==> config.mk <==
export PLATFORM = sky130hd
export DESIGN_NAME = nal_unit_type_finder_top
export DESIGN_NICKNAME = d
export VERILOG_FILES = /design/src/hw/rtl/nutf_pkg.sv /design/src/hw/rtl/nal_unit_type_finder_top.sv
export SDC_FILE = /design/constraint.sdc
export NUM_CORES = 1
export LEC_CHECK = 0
export BUFFER_PORTS_ARGS = -buffer_cell sky130_fd_sc_hd__buf_2
export CORE_MARGIN = 3
export CORE_UTILIZATION = 40
export CTS_CLUSTER_SIZE = 24
export DETAILED_ROUTE_END_ITERATION = 10
export PLACE_DENSITY = 0.56
export SETUP_SLACK_MARGIN = 0.4
export SYNTH_ARGS = -nofsm -noshare
export SYNTH_HDL_FRONTEND = slang
export SYNTH_SLANG_ARGS = --single-unit
==> constraint.sdc <==
create_clock -name clk -period 9.87 [get_ports clk]
set_input_delay 0.987 -clock clk [delete_from_list [all_inputs] [get_ports clk]]
set_output_delay 0.987 -clock clk [all_outputs]
set_load 0.02 [all_outputs]
==> src/hw/rtl/nutf_pkg.sv <==
// Package for the unit type finder: widths, reset value of the type register,
// and the state codes of the two scanners. No dependencies.
`default_nettype none
package nutf_pkg;

  localparam int OFFSET_BITS = 24;
  localparam int TYPE_W      = 6;
  localparam int FIELD_W     = 24;
  localparam int LEN_W       = 32;
  localparam int END_W       = LEN_W + 1;
  localparam int ADDR_W      = 3;
  localparam int TDATA_W     = 56;

  localparam logic [TYPE_W-1:0] RESET_TYPE = 6'd62;

  // Config register word index
  localparam logic REG_TARGET_TYPE = 1'b0;

  // Length-prefix scanner phases
  localparam logic [1:0] PF_LENGTH = 2'd0;
  localparam logic [1:0] PF_HEADER = 2'd1;
  localparam logic [1:0] PF_BODY   = 2'd2;
  localparam logic [1:0] PF_STOP   = 2'd3;

  // Start-code scanner phases
  localparam logic [1:0] SC_SEEK   = 2'd0;
  localparam logic [1:0] SC_HEADER = 2'd1;
  localparam logic [1:0] SC_BODY   = 2'd2;
  localparam logic [1:0] SC_STOP   = 2'd3;

endpackage
`default_nettype wire

==> src/hw/rtl/nal_unit_type_finder_top.sv <==
// Result path: the last byte item moves from the input register to the result
// register, which drives out_*. One result item per packet (on tlast).
// Throughput: one byte item per cycle unless a last item waits on stalled out_*.
// Timing is set by the single pass from the input register through both
// scanners into the result register (33-bit unit-end add and compare).
// Reset (sync, active low): target type 62, both scanners at packet start.
// Top level of the unit type finder; uses nutf_pkg.
`default_nettype none
module nal_unit_type_finder_top
  import nutf_pkg::*;
(
  input  wire logic                  clk,
  input  wire logic                  rst_n,
  // input stream
  input  wire logic                  in_tvalid,
  output logic                       in_tready,
  input  wire logic [7:0]            in_tdata,   // [7:0] data_byte
  input  wire logic                  in_tlast,   // last_byte
  // result stream
  output logic                       out_tvalid,
  input  wire logic                  out_tready,
  output logic [TDATA_W-1:0]         out_tdata,  // [0] found, [24:1] unit_offset,
                                                 // [48:25] unit_size, [55:49] zero
  output logic                       out_tuser,  // framing_kind
  // config port
  input  wire logic                  cfg_psel,
  input  wire logic                  cfg_penable,
  input  wire logic                  cfg_pwrite,
  input  wire logic [ADDR_W-1:0]     cfg_paddr,
  input  wire logic [31:0]           cfg_pwdata,
  output logic [31:0]                cfg_prdata,
  output logic                       cfg_pready
);

  // config register
  logic [TYPE_W-1:0] target_r;

  assign cfg_pready = 1'b1;
  assign cfg_prdata = (cfg_paddr[2] == REG_TARGET_TYPE) ?
                      {{(32-TYPE_W){1'b0}}, target_r} : 32'd0;

  always_ff @(posedge clk) begin
    if (!rst_n) begin
      target_r <= RESET_TYPE;
    end else if (cfg_psel && cfg_penable && cfg_pwrite && cfg_pready &&
                 cfg_paddr[2] == REG_TARGET_TYPE) begin
      target_r <= cfg_pwdata[TYPE_W-1:0];
    end
  end

  // input register
  logic       s1_valid_r;
  logic [7:0] s1_byte_r;
  logic       s1_last_r;
  logic       s1_fire;
  logic       out_valid_r;

  // a non-last item never needs the result register
  assign s1_fire   = s1_valid_r && (!s1_last_r || !out_valid_r || out_tready);
  assign in_tready = !s1_valid_r || s1_fire;

  always_ff @(posedge clk) begin
    if (!rst_n) begin
      s1_valid_r <= 1'b0;
    end else if (in_tvalid && in_tready) begin
      s1_valid_r <= 1'b1;
    end else if (s1_fire) begin
      s1_valid_r <= 1'b0;
    end
  end

  always_ff @(posedge clk) begin
    if (in_tvalid && in_tready) begin
      s1_byte_r <= in_tdata;
      s1_last_r <= in_tlast;
    end
  end

  // scanner state
  logic [OFFSET_BITS-1:0] pos_r, pos_nxt;
  logic [1:0]             pf_phase_r, pf_phase_nxt;
  logic [1:0]             pf_cnt_r, pf_cnt_nxt;
  logic [LEN_W-1:0]       pf_len_r, pf_len_nxt;
  logic [END_W-1:0]       pf_end_r, pf_end_nxt;
  logic                   pm_valid_r, pm_valid_nxt;
  logic [OFFSET_BITS-1:0] pm_off_r, pm_off_nxt;
  logic [FIELD_W-1:0]     pm_size_r, pm_size_nxt;
  logic [1:0]             sc_phase_r, sc_phase_nxt;
  logic [1:0]             zrun_r, zrun_nxt;
  logic [OFFSET_BITS-1:0] sc_start_r, sc_start_nxt;
  logic                   sc_tgt_r, sc_tgt_nxt;
  logic                   sm_valid_r, sm_valid_nxt;
  logic [OFFSET_BITS-1:0] sm_off_r, sm_off_nxt;
  logic [FIELD_W-1:0]     sm_size_r, sm_size_nxt;

  // combinational temporaries
  logic [OFFSET_BITS:0]   next_pos;
  logic [END_W-1:0]       next_ext;
  logic [7:0]             b;
  logic                   tgt;
  logic [LEN_W-1:0]       len_shift;
  logic                   code;
  logic [OFFSET_BITS-1:0] sc_size;
  logic [OFFSET_BITS-1:0] fin_size;
  logic                   fin_valid;
  logic [OFFSET_BITS-1:0] fin_off;
  logic [FIELD_W-1:0]     fin_sz;
  logic                   res_found;
  logic                   res_kind;
  logic [FIELD_W-1:0]     res_off;
  logic [FIELD_W-1:0]     res_size;

  always_comb begin
    next_pos  = {1'b0, pos_r} + {{OFFSET_BITS{1'b0}}, 1'b1};
    next_ext  = {{(END_W-OFFSET_BITS-1){1'b0}}, next_pos};
    b         = s1_byte_r;
    tgt       = (b[6:1] == target_r);
    len_shift = {pf_len_r[LEN_W-9:0], b};
    sc_size   = '0;
    fin_size  = '0;

    pos_nxt      = next_pos[OFFSET_BITS-1:0];
    pf_phase_nxt = pf_phase_r;
    pf_cnt_nxt   = pf_cnt_r;
    pf_len_nxt   = pf_len_r;
    pf_end_nxt   = pf_end_r;
    pm_valid_nxt = pm_valid_r;
    pm_off_nxt   = pm_off_r;
    pm_size_nxt  = pm_size_r;
    sc_phase_nxt = sc_phase_r;
    sc_start_nxt = sc_start_r;
    sc_tgt_nxt   = sc_tgt_r;
    sm_valid_nxt = sm_valid_r;
    sm_off_nxt   = sm_off_r;
    sm_size_nxt  = sm_size_r;

    // length-prefix scanner
    unique case (pf_phase_r)
      PF_LENGTH: begin
        pf_len_nxt = len_shift;
        if (pf_cnt_r == 2'd3) begin
          pf_cnt_nxt = 2'd0;
          if (len_shift == '0) begin
            pf_phase_nxt = PF_STOP;
          end else begin
            pf_end_nxt   = next_ext + {1'b0, len_shift};
            pf_phase_nxt = PF_HEADER;
          end
        end else begin
          pf_cnt_nxt = pf_cnt_r + 2'd1;
        end
      end
      PF_HEADER: begin
        if (tgt) begin
          pm_valid_nxt = 1'b1;
          pm_off_nxt   = pos_r;
          pm_size_nxt  = pf_len_r[FIELD_W-1:0];
          pf_phase_nxt = PF_STOP;
        end else begin
          pf_phase_nxt = (next_ext == pf_end_r) ? PF_LENGTH : PF_BODY;
        end
      end
      PF_BODY: begin
        if (next_ext == pf_end_r) begin
          pf_phase_nxt = PF_LENGTH;
        end
      end
      default: begin
      end
    endcase

    // start-code scanner; zero run saturates at three
    code = (b == 8'd1) && (zrun_r >= 2'd2);
    if (b == 8'd0) begin
      zrun_nxt = (zrun_r == 2'd3) ? 2'd3 : zrun_r + 2'd1;
    end else begin
      zrun_nxt = 2'd0;
    end

    if (sc_phase_nxt == SC_HEADER) begin
      sc_tgt_nxt   = tgt;
      sc_phase_nxt = SC_BODY;
    end
    if (code) begin
      if (sc_phase_nxt == SC_BODY) begin
        // unit ends where this start code's zero run began
        sc_size = pos_r - {{(OFFSET_BITS-2){1'b0}}, zrun_r} - sc_start_r;
        if (sc_size < 2) begin
          sc_phase_nxt = SC_STOP;
        end else if (sc_tgt_nxt) begin
          sm_valid_nxt = 1'b1;
          sm_off_nxt   = sc_start_r;
          sm_size_nxt  = sc_size[FIELD_W-1:0];
          sc_phase_nxt = SC_STOP;
        end
      end
      if (sc_phase_nxt == SC_SEEK || sc_phase_nxt == SC_BODY) begin
        sc_start_nxt = next_pos[OFFSET_BITS-1:0];
        sc_tgt_nxt   = 1'b0;
        sc_phase_nxt = SC_HEADER;
      end
    end

    // open start-code unit runs to the packet end
    fin_valid = sm_valid_nxt;
    fin_off   = sm_off_nxt;
    fin_sz    = sm_size_nxt;
    if (sc_phase_nxt == SC_BODY) begin
      fin_size = next_pos[OFFSET_BITS-1:0] - sc_start_nxt;
      if (fin_size >= 2 && sc_tgt_nxt) begin
        fin_valid = 1'b1;
        fin_off   = sc_start_nxt;
        fin_sz    = fin_size[FIELD_W-1:0];
      end
    end

    // prefix match counts only if its unit fits in the packet
    res_found = 1'b0;
    res_kind  = 1'b0;
    res_off   = '0;
    res_size  = '0;
    if (pm_valid_nxt && pf_end_nxt <= next_ext) begin
      res_found = 1'b1;
      res_off   = pm_off_nxt[FIELD_W-1:0];
      res_size  = pm_size_nxt;
    end else if (fin_valid) begin
      res_found = 1'b1;
      res_kind  = 1'b1;
      res_off   = fin_off[FIELD_W-1:0];
      res_size  = fin_sz;
    end

    if (s1_last_r) begin
      pos_nxt      = '0;
      pf_phase_nxt = PF_LENGTH;
      pf_cnt_nxt   = 2'd0;
      pf_len_nxt   = '0;
      pf_end_nxt   = '0;
      pm_valid_nxt = 1'b0;
      sc_phase_nxt = SC_SEEK;
      zrun_nxt     = 2'd0;
      sc_start_nxt = '0;
      sc_tgt_nxt   = 1'b0;
      sm_valid_nxt = 1'b0;
    end
  end

  always_ff @(posedge clk) begin
    if (!rst_n) begin
      pos_r      <= '0;
      pf_phase_r <= PF_LENGTH;
      pf_cnt_r   <= 2'd0;
      pf_len_r   <= '0;
      pf_end_r   <= '0;
      pm_valid_r <= 1'b0;
      sc_phase_r <= SC_SEEK;
      zrun_r     <= 2'd0;
      sc_start_r <= '0;
      sc_tgt_r   <= 1'b0;
      sm_valid_r <= 1'b0;
    end else if (s1_fire) begin
      pos_r      <= pos_nxt;
      pf_phase_r <= pf_phase_nxt;
      pf_cnt_r   <= pf_cnt_nxt;
      pf_len_r   <= pf_len_nxt;
      pf_end_r   <= pf_end_nxt;
      pm_valid_r <= pm_valid_nxt;
      sc_phase_r <= sc_phase_nxt;
      zrun_r     <= zrun_nxt;
      sc_start_r <= sc_start_nxt;
      sc_tgt_r   <= sc_tgt_nxt;
      sm_valid_r <= sm_valid_nxt;
    end
  end

  // match payloads only matter while their valid bit is set
  always_ff @(posedge clk) begin
    if (s1_fire) begin
      pm_off_r  <= pm_off_nxt;
      pm_size_r <= pm_size_nxt;
      sm_off_r  <= sm_off_nxt;
      sm_size_r <= sm_size_nxt;
    end
  end

  // result register
  logic [TDATA_W-1:0] out_data_r;
  logic               out_kind_r;

  always_ff @(posedge clk) begin
    if (!rst_n) begin
      out_valid_r <= 1'b0;
    end else if (s1_fire && s1_last_r) begin
      out_valid_r <= 1'b1;
    end else if (out_tready) begin
      out_valid_r <= 1'b0;
    end
  end

  always_ff @(posedge clk) begin
    if (s1_fire && s1_last_r) begin
      out_data_r <= {{(TDATA_W-2*FIELD_W-1){1'b0}}, res_size, res_off, res_found};
      out_kind_r <= res_kind;
    end
  end

  assign out_tvalid = out_valid_r;
  assign out_tdata  = out_data_r;
  assign out_tuser  = out_kind_r;

endmodule
`default_nettype wire

Word-level counts from Yosys, hierarchy flattened:

Cells that the tools add are included.
W data, S select, Z words.

* register bits after elaboration: 279
* output and inout port bits: 92

* reduce and logical (&&, ||, !) cells: 26
* equality and inequality tests: 13
* muxes and demuxes: 71
* $add $sub $neg: 7
* bitwise operators: 1
* $lt $le $gt $ge: 4

Operators by type and width (count)
* $mux W24: 26
* $mux W33: 4
* $sub A24 B24 Y24: 2
* $mux W2: 20
* $add A25 B32 Y33: 1
* $eq A25 B33 Y1: 1
* $le A33 B25 Y1: 1
* $logic_not A32 Y1: 1
* $add A24 B1 Y25 const B: 1
* $ge A24 B2 Y1 const B: 1
* $lt A24 B2 Y1 const B: 1
* $sub A24 B2 Y24: 1
* $mux W1: 19
* $eq A2 B2 Y1 const B: 6
* $logic_and A1 B1 Y1: 9
* $eq A8 B1 Y1 const B: 1
* $logic_not A8 Y1: 1
* $eq A6 B6 Y1: 1
* $mux W6: 1
* $ne A3 B3 Y1 const B: 2
* $pmux W2 S3: 1
* $reduce_bool A2 Y1: 3
* $add A2 B1 Y2 const B: 2
* $eq A2 B1 Y1 const B: 2
* other kinds (8): 14

Longest topological paths before layout:

Gate-level depths: netlist (run 1).

* depth after elaboration: 17
* mapped depth: 31
* gate-level depth less buffers: 29

Worst setup path after synthesis (run 1):

OpenSTA, ideal clock, no wires.

* path kind: flip-flop to flip-flop
* start: register pos_r[8]
* end: register out_data_r[11], in the netlist out_tdata[11] (data pin)
* required time: 9.611 ns
* stages on the path, launching flop included: 31
* setup slack: 2.863 ns
* buffers on the path: 3
* arrival time: 6.748 ns
* cells stage by stage: dfxtp_1 -> inv_1 -> ha_1 -> inv_1 -> ha_1 -> nand4_2 -> or4_4 -> a211o_1 -> a211o_1 -> a211oi_2 -> a21boi_1 -> and4_1 -> a31oi_4 -> buf_4 -> a21oi_1 -> ha_1 -> inv_1 -> fa_1 -> a211oi_1 -> o21a_1 -> o311ai_0 -> nand2_1 -> a211oi_1 -> or3_1 -> nor4_1 -> a21oi_1 -> nor3_1 -> nand2b_4 -> buf_6 -> buf_6 -> o31ai_2

* cells in the longest elaborated chain, start to end: 17
* elaborated cells on any way between the ends: 38

Ends and longest elaborated chain
* start: declaration: RTL line nal_unit_type_finder_top.sv:80 `logic [OFFSET_BITS-1:0] pos_r, pos_nxt;`
* start signal: assignment: RTL line nal_unit_type_finder_top.sv:262 `pos_r <= pos_nxt;`
* $sub A24 B2 Y24: RTL line nal_unit_type_finder_top.sv:187 `sc_size = pos_r - {{(OFFSET_BITS-2){1'b0}}, zrun_r} - sc_start_r;`
* $sub A24 B24 Y24: RTL line nal_unit_type_finder_top.sv:187
* $lt A24 B2 Y1: RTL line nal_unit_type_finder_top.sv:188 `if (sc_size < 2) begin`
* $mux W2: RTL line nal_unit_type_finder_top.sv:188
* $mux W2: RTL line nal_unit_type_finder_top.sv:185 `if (sc_phase_nxt == SC_BODY) begin`
* $mux W2: RTL line nal_unit_type_finder_top.sv:184 `if (code) begin`
* $eq A2 B2 Y1 / $logic_not A2 Y1 (equally long branches): RTL line nal_unit_type_finder_top.sv:197 `if (sc_phase_nxt == SC_SEEK || sc_phase_nxt == SC_BODY) begin`
* $logic_or A1 B1 Y1: RTL line nal_unit_type_finder_top.sv:197
* (+2 left out)
* $sub A24 B24 Y24: RTL line nal_unit_type_finder_top.sv:209 `fin_size = next_pos[OFFSET_BITS-1:0] - sc_start_nxt;`
* $ge A24 B2 Y1: RTL line nal_unit_type_finder_top.sv:210 `if (fin_size >= 2 && sc_tgt_nxt) begin`
* $logic_and A1 B1 Y1: RTL line nal_unit_type_finder_top.sv:210
* $mux W24 / $mux W1 (equally long branches): RTL line nal_unit_type_finder_top.sv:210
* $mux W24 / $mux W1 (equally long branches): RTL line nal_unit_type_finder_top.sv:208 `if (sc_phase_nxt == SC_BODY) begin`
* $mux W24: RTL line nal_unit_type_finder_top.sv:226 `end else if (fin_valid) begin`
* $mux W24 (*): RTL line nal_unit_type_finder_top.sv:222 `if (pm_valid_nxt && pf_end_nxt <= next_ext) begin`
* named net res_off[10]: RTL line nal_unit_type_finder_top.sv:110 `logic [FIELD_W-1:0] res_off;`
* end signal: assignment: RTL line nal_unit_type_finder_top.sv:302 `out_data_r <= {{(TDATA_W-2*FIELD_W-1){1'b0}}, res_size, res_off, res_found};`
* end: declaration: RTL line nal_unit_type_finder_top.sv:287 `logic [TDATA_W-1:0] out_data_r;`

The timed path passes the listed nets; every way through them passes the cells marked *. The select of a mux whose other input is x is not followed.
A chain may end at the register's enable or synchronous reset.

Worst setup path in the final report (run 1):

* start: register pos_r[8]
* end: register out_data_r[5], in the netlist out_tdata[5] (data pin)

The elaborated chain is that of the path after synthesis.

==> results of run 1 <==
worst max-delay path, delay by kind of cell, from the launching register on:
| kind | cells | cell delay, ns |
|---|---|---|
| buffers and inverters | 5 | 0.74 |
| flip-flops | 1 | 0.44 |
| AND/OR/NAND/NOR | 9 | 2.67 |
| adder cells (fa/ha/maj) | 4 | 1.32 |
| AO/OA/AOI/OAI | 11 | 3.30 |
logic make-up after synthesis:
group	Yosys count	synth area share
other cells	2	0.000386
fa+ha+maj	132	0.0865
flops	279	0.367
xor+xnor	107	0.0482
buf+inv	283	0.0652
compound gates	546	0.190
mux	116	0.0656
simple gates	686	0.177
timing repair:
item,CTS,global route
setup buffers,0,4
endpoints found under the setup margin,0,44
resized for setup,0,1
state kept, by name (all words and copies together), names as in the netlist:
register    count
out_tdata      49
pf_end_r       33
pf_len_r       24
pm_off_r       24
pm_size_r      24
pos_r          24
sc_start_r     24
sm_off_r       24
sm_size_r      24
b               8
target_r        6
pf_cnt_r        2
pf_phase_r      2
sc_phase_r      2
zrun_r          2
out_tuser       1
out_tvalid      1
pm_valid_r      1
s1_last_r       1
s1_valid_r      1
sc_tgt_r        1
sm_valid_r      1
stage by stage:
stage                     power, mW   util
after floorplan                1.38      -
after global placement         1.42  0.426
after detailed placement       1.42  0.426
after CTS                      2.67  0.449
after global routing           2.72  0.450
final                          2.64  0.450
layer usage:
layer / share of wire / routed length [um] / up-vias / global-route usage
met3: 0.045 / 2760 / 91 / 0.0276
li1: - / - / 7874 / -
met4: 0.031 / 1900 / 0 / 0.0768
met5: 0 / 0 / - / 0
met2: 0.47 / 29300 / 409 / 0.401
met1: 0.45 / 27800 / 7871 / 0.319
where the power goes:
part / leakage, nW / total, mW / internal [mW] / switching, mW
sequential: 2.29 / 1.25 / 1.24 / 0.0121
combinational: 5.51 / 0.138 / 0.0404 / 0.0976
clock: 0.530 / 1.25 / 0.713 / 0.533
how the worst min path moves through the flow:
| stage | startpoint | endpoint | slack [ns] | depth (start not counted) |
|---|---|---|---|---|
| 2_1_floorplan | pm_valid_r$_SDFFE_PN0P_ | pm_valid_r$_SDFFE_PN0P_ | 0.44 | 2 |
| 3_3_place_gp | pm_valid_r$_SDFFE_PN0P_ | pm_valid_r$_SDFFE_PN0P_ | 0.46 | 2 |
| 3_5_place_dp | pm_valid_r$_SDFFE_PN0P_ | pm_valid_r$_SDFFE_PN0P_ | 0.47 | 2 |
| 4_1_cts | pf_phase_r[0]$_SDFFE_PN0P_ | pf_phase_r[0]$_SDFFE_PN0P_ | 0.48 | 2 |
| 5_1_grt | pf_phase_r[0]$_SDFFE_PN0P_ | pf_phase_r[0]$_SDFFE_PN0P_ | 0.50 | 2 |
| 6_report | pf_phase_r[0]$_SDFFE_PN0P_ | pf_phase_r[0]$_SDFFE_PN0P_ | 0.48 | 2 |
synthesized netlist by cell type (all sizes together), types with 5 or more instances:
master,number
inv,139
a21oi,85
nor4,23
nor2b,91
nand2,236
o221ai,5
nor3,61
o21bai,6
and4,13
or4,9
a2111oi,7
nand2b,13
o21ba,5
or3,13
a22o,5
nor2,105
a31o,5
xnor2,66
mux2,64
buf,55
o311ai,6
a211oi,18
xor2,41
o31ai,32
a21boi,11
mux2i,52
a211o,8
a21o,23
o21a,20
clkbuf,88
o211ai,10
and2,21
dfxtp,124
o21ai,175
nand4,29
a22oi,70
and3,14
nand3,35
ha,128
a31oi,12
edfxtp,155
layout make-up:
class / count / share of cell area
repair buffers: 130 / 0.0366
multi-input cells: 1621 / 0.520
clock buffers: 47 / 0.0443
well taps: 615 / 0.0358
flip-flops and latches: 279 / 0.332
clock inverters: 16 / 0.00651
inverters: 140 / 0.0245
cells in the final DEF (no fill, tap or decap), drive strengths merged, types with 11 or more instances in the layout:
cell type / n
nand2: 236
o21ai: 175
edfxtp: 155
inv: 141
buf: 130
ha: 128
dfxtp: 124
nor2: 105
nor2b: 91
a21oi: 85
a22oi: 70
xnor2: 66
mux2: 64
nor3: 61
mux2i: 52
clkbuf: 47
xor2: 41
nand3: 35
conb: 34
o31ai: 32
nand4: 29
a21o: 23
nor4: 23
and2: 21
o21a: 20
a211oi: 18
and3: 14
and4: 13
or3: 13
nand2b: 13
a31oi: 12
a21boi: 11
==> summary.txt, run 1 <==
clk sinks -> 279
global-route wire length before repair -> 92.9 mm
status -> finished, final reports clean
area share of the largest cell type after synthesis -> 0.239
full die area -> 0.0513 mm^2
Max Cap Viol -> 0
H-tree depth -> 2
RSZ-0062 raised after global routing -> false
setup ws final -> 1.08 ns
drt pass-1 iters -> 5
# hold bufs at CTS -> 0
worst r2r src -> pos_r[8]$_SDFFE_PN0P_
Final Cycle Share -> 0.890
non-filler cells, final -> 2,848
critical path required time -> 10.14 ns
min Tclk post-route -> 8.79 ns
Netlist Area Pre-Place -> 0.0194 mm^2
Slew @ Worst Pin -> 1.04 ns
crit path launch -> pos_r[8]$_SDFFE_PN0P_
Filler Cells Inserted -> 4,676
die height -> 226 um
DIE WIDTH -> 226 um
core area -> 0.0478 mm^2
Multi-input gate area -> 0.0112 mm^2
initial antenna violation count -> 0
Worst EP arrival -> 9.05 ns
Hold Slack -> 0.476 ns
vias in the first global route -> 15,400
fmax -> 114 MHz
CP Capture Type -> flip-flop
setup TNS -> 0 ns
Total GRT Usage -> 0.237
CTS tree -> done
CP max FO -> 41
area delta synth->final -> 10.7%
fin area -> 0.0215 mm^2
area leader, netlist -> edfxtp_1
placed insts -> 2,781
Rel. slew slack -> 0.304
register area share after synthesis -> 0.367
critical path's largest stage delay -> 0.61 ns
GR Overflow Total -> 0
maximum vdd drop -> 106 uV
worst slack at placement -> 0.505 ns
Fin. Hold Viols -> 0
diode count -> 0
drt drc -> 0
P per Cell Area -> 123 mW/mm^2
total CTS buffers -> 35
Hold WC Path Type -> reg -> reg
Worst Setup EP -> out_tdata[5]$_DFFE_PP_
dominant synthesized flop cell -> edfxtp_1
PortBufs -> 80
R2R Setup Slk -> 1.08 ns
number of distinct library cells after synthesis -> 98
Slew Viols, Final -> 0
mean post-synth cell area -> 9.04 um^2
gpl congestion -> 0.931
Routed Antenna Nets -> 0
number of flops mapped to enable cells by yosys -> 155
WS Path Type -> reg -> reg
Max Clock Skew -> 0.0295 ns
worst skew pair latency -> 0.57 ns
reg2reg path depth -> 29
vias after detailed routing -> 16,200
Initial Util -> 0.406
Seq cells post-synth -> 279
CTS Buffer Depth -> 3
Leakage Power -> 8.33 nW
share of post-route cells with drive strength above 1 -> 0.123
CP max-delay cell -> a211oi_1
nets@finish -> 2,390
post-DR vias/cell -> 5.70
Rows -> 80
drt total wl -> 61.7 mm
largest net degree at the start of global routing -> 74
r2r endpoint -> out_tdata[5]$_DFFE_PP_
Routed wire per std cell -> 21.7 um
Storage cell area -> 0.00714 mm^2
top cells by area, synth -> edfxtp_1 24%, dfxtp_1 13%, ha_1 8.2%
Setup-failing EPs final -> 0
yosys warns -> 0
Syn Inst Count -> 2,151
FFs w/ async S/R, synth -> 0
Worst-path clk slew -> 0.06 ns
Root Driver -> clkbuf_16
post-DP HPWL -> 46.9 mm
Starting DRT DRC Count -> 1,376
I/O pins -> 143
CP Launch Type -> flip-flop
Post-DP Area -> 0.0204 mm^2
Power figures use the tool's default switching activity.
==> inputs of run 2 (changes only) <==
CORE_UTILIZATION = 33   (was 40)
PLACE_DENSITY = 0.48   (was 0.56)
==> run 2 against run 1 <==
Register-to-register slack improved by 0.12 ns. Sequential share of layout area fell by 0.41 points. Total power rose by 5.1%. Maximum frequency up 1.4%. Hold slack better by 0.0047 ns. Design area rose by 1.2%. Critical endpoint is now out_tdata[14]$_DFFE_PP_. Largest cell class unchanged.
==> summary.txt, run 2 (synthesis results as in run 1) <==
Leakage Power -> 8.35 nW
setup TNS -> 0 ns
largest net degree at the start of global routing -> 74
Largest register FFs -> 49
Reg power frac -> 0.453
post-DR vias/cell -> 5.48
# hold bufs at CTS -> 0
status -> finished, final reports clean
Slew @ Worst Pin -> 1.12 ns
Hold WC Path Type -> reg -> reg
placed insts -> 2,927
global-route wire length before repair -> 97.6 mm
post-DP HPWL -> 48.6 mm
min Tclk post-route -> 8.67 ns
I/O pins -> 143
DIE WIDTH -> 249 um
maximum vdd drop -> 120 uV
post-CTS resize count -> 0
RSZ-0062 raised after global routing -> false
Worst-path clk slew -> 0.06 ns
vias after detailed routing -> 16,400
initial antenna violation count -> 4
worst slack at placement -> 1.22 ns
setup ws final -> 1.20 ns
drt drc -> 0
vias in the first global route -> 15,700
gpl congestion -> 0.890
diode count -> 0
Setup-failing EPs final -> 0
Max Clock Skew -> 0.0248 ns
CP max FO -> 28
CTS Buffer Depth -> 3
clock power share -> 0.496
CP Launch Type -> flip-flop
Rows -> 88
total CTS buffers -> 36
GR Overflow Total -> 0
nets@finish -> 2,383
Routed wire per std cell -> 22.0 um
full die area -> 0.0618 mm^2
drt total wl -> 65.8 mm
clk sinks -> 279
Slew Viols, Final -> 0
commonest non-fill, non-tap cell in the layout -> nand2_1
Total GRT Usage -> 0.204
total design power -> 2.77 mW
Worst EP arrival -> 8.96 ns
Routed Antenna Nets -> 0
Pint -> 2.11 mW
Gate power share -> 0.051
share of post-route cells with drive strength above 1 -> 0.119
die height -> 249 um
CP Capture Type -> flip-flop
switching part of the total -> 0.239
Final Cycle Share -> 0.878
P per Cell Area -> 127 mW/mm^2
WS Path Type -> reg -> reg
core area -> 0.0580 mm^2
CTS tree -> done
area delta synth->final -> 12.1%
critical path required time -> 10.16 ns
Initial Util -> 0.335
commonest non-fill, non-tap cells in the layout -> 234 x nand2_1, 155 x edfxtp_1, 136 x inv_1, 128 x ha_1, 124 x dfxtp_1
Max Cap Viol -> 0
H-tree depth -> 2
worst skew pair latency -> 0.56 ns
drt pass-1 iters -> 5
Root Driver -> clkbuf_16
non-filler cells, final -> 2,993
Post-CTS Setup Bufs -> 0
Rel. slew slack -> 0.250
fmax -> 115 MHz
Net Sw Power -> 0.663 mW
Starting DRT DRC Count -> 1,098
PortBufs -> 80
Fin. Hold Viols -> 0
run 2: cell count changes in the layout (fill, tap and decap cells not counted), sizes merged:
| cell | before | now |
|---|---|---|
| inv | 141 | 142 |
| bufinv | 1 | 5 |
| buf | 130 | 122 |
| clkinvlp | 4 | 2 |
run 2: worst paths after layout:
kind	endpoint	from	cells after the start	slack (ns)
worst max-delay path	out_tdata[14]$_DFFE_PP_	pos_r[8]$_SDFFE_PN0P_	27	1.20
worst min-delay path	pf_phase_r[0]$_SDFFE_PN0P_	pf_phase_r[0]$_SDFFE_PN0P_	2	0.48
worst max register to register	out_tdata[14]$_DFFE_PP_	pos_r[8]$_SDFFE_PN0P_	27	1.20
worst min register to register	pf_phase_r[0]$_SDFFE_PN0P_	pf_phase_r[0]$_SDFFE_PN0P_	2	0.48
run 2: layer usage:
metal  up-vias  wire, um  track usage
li1       7855         -            -
met1      8007     30100        0.275
met2       438     31200        0.344
met3        90      3020       0.0234
met4         0      1580       0.0564
met5         -         0            0
run 2: critical path: stages, from the launching register on:
cell and delay, ns:
dfxtp_1 0.46, inv_1 0.10, ha_1 0.29, inv_1 0.04, ha_1 0.43, nand4_2 0.19
or4_4 0.61, a211o_1 0.35, a2111oi_1 0.45, a211oi_2 0.16, a21boi_1 0.16, and4_1 0.29
a31oi_4 0.31, buf_4 0.45, mux2i_1 0.22, ha_1 0.45, nand2_1 0.08, a211oi_2 0.53
o22ai_1 0.23, xnor2_1 0.24, nor4b_1 0.44, nand4_1 0.18, nor4_1 0.55, a21oi_4 0.10
nor3_1 0.25, nand2b_4 0.44, buf_12 0.25, o31ai_2 0.11
run 2: area by class of cell:
class | instances | area (um^2)
well taps | 765 | 957
multi-input cells | 1621 | 11200
clock buffers | 47 | 962
inverters | 140 | 528
repair buffers | 122 | 741
clock inverters | 19 | 258
fillers | 5917 | 36200
flip-flops and latches | 279 | 7140
run 2: per-stage QoR:
| stage | cell area (um^2) | util | hold WS [ns] |
|---|---|---|---|
| 6_report | 21800 | 0.375 | 0.481 |
| 5_1_grt | 21800 | 0.375 | 0.500 |
| 4_1_cts | 21800 | 0.375 | 0.478 |
| 3_5_place_dp | 20600 | 0.354 | 0.468 |
| 3_3_place_gp | 20600 | 0.354 | 0.458 |
| 2_1_floorplan | 19600 | - | 0.437 |
run 2: power by group through the flow:
stage          registers (mW)  logic [mW]  clock network [mW]
2_1_floorplan            1.28      0.0960                   0
3_3_place_gp             1.28       0.140                   0
3_5_place_dp             1.28       0.141                   0
4_1_cts                  1.26       0.142                1.41
5_1_grt                  1.26       0.152                1.46
6_report                 1.26       0.142                1.38
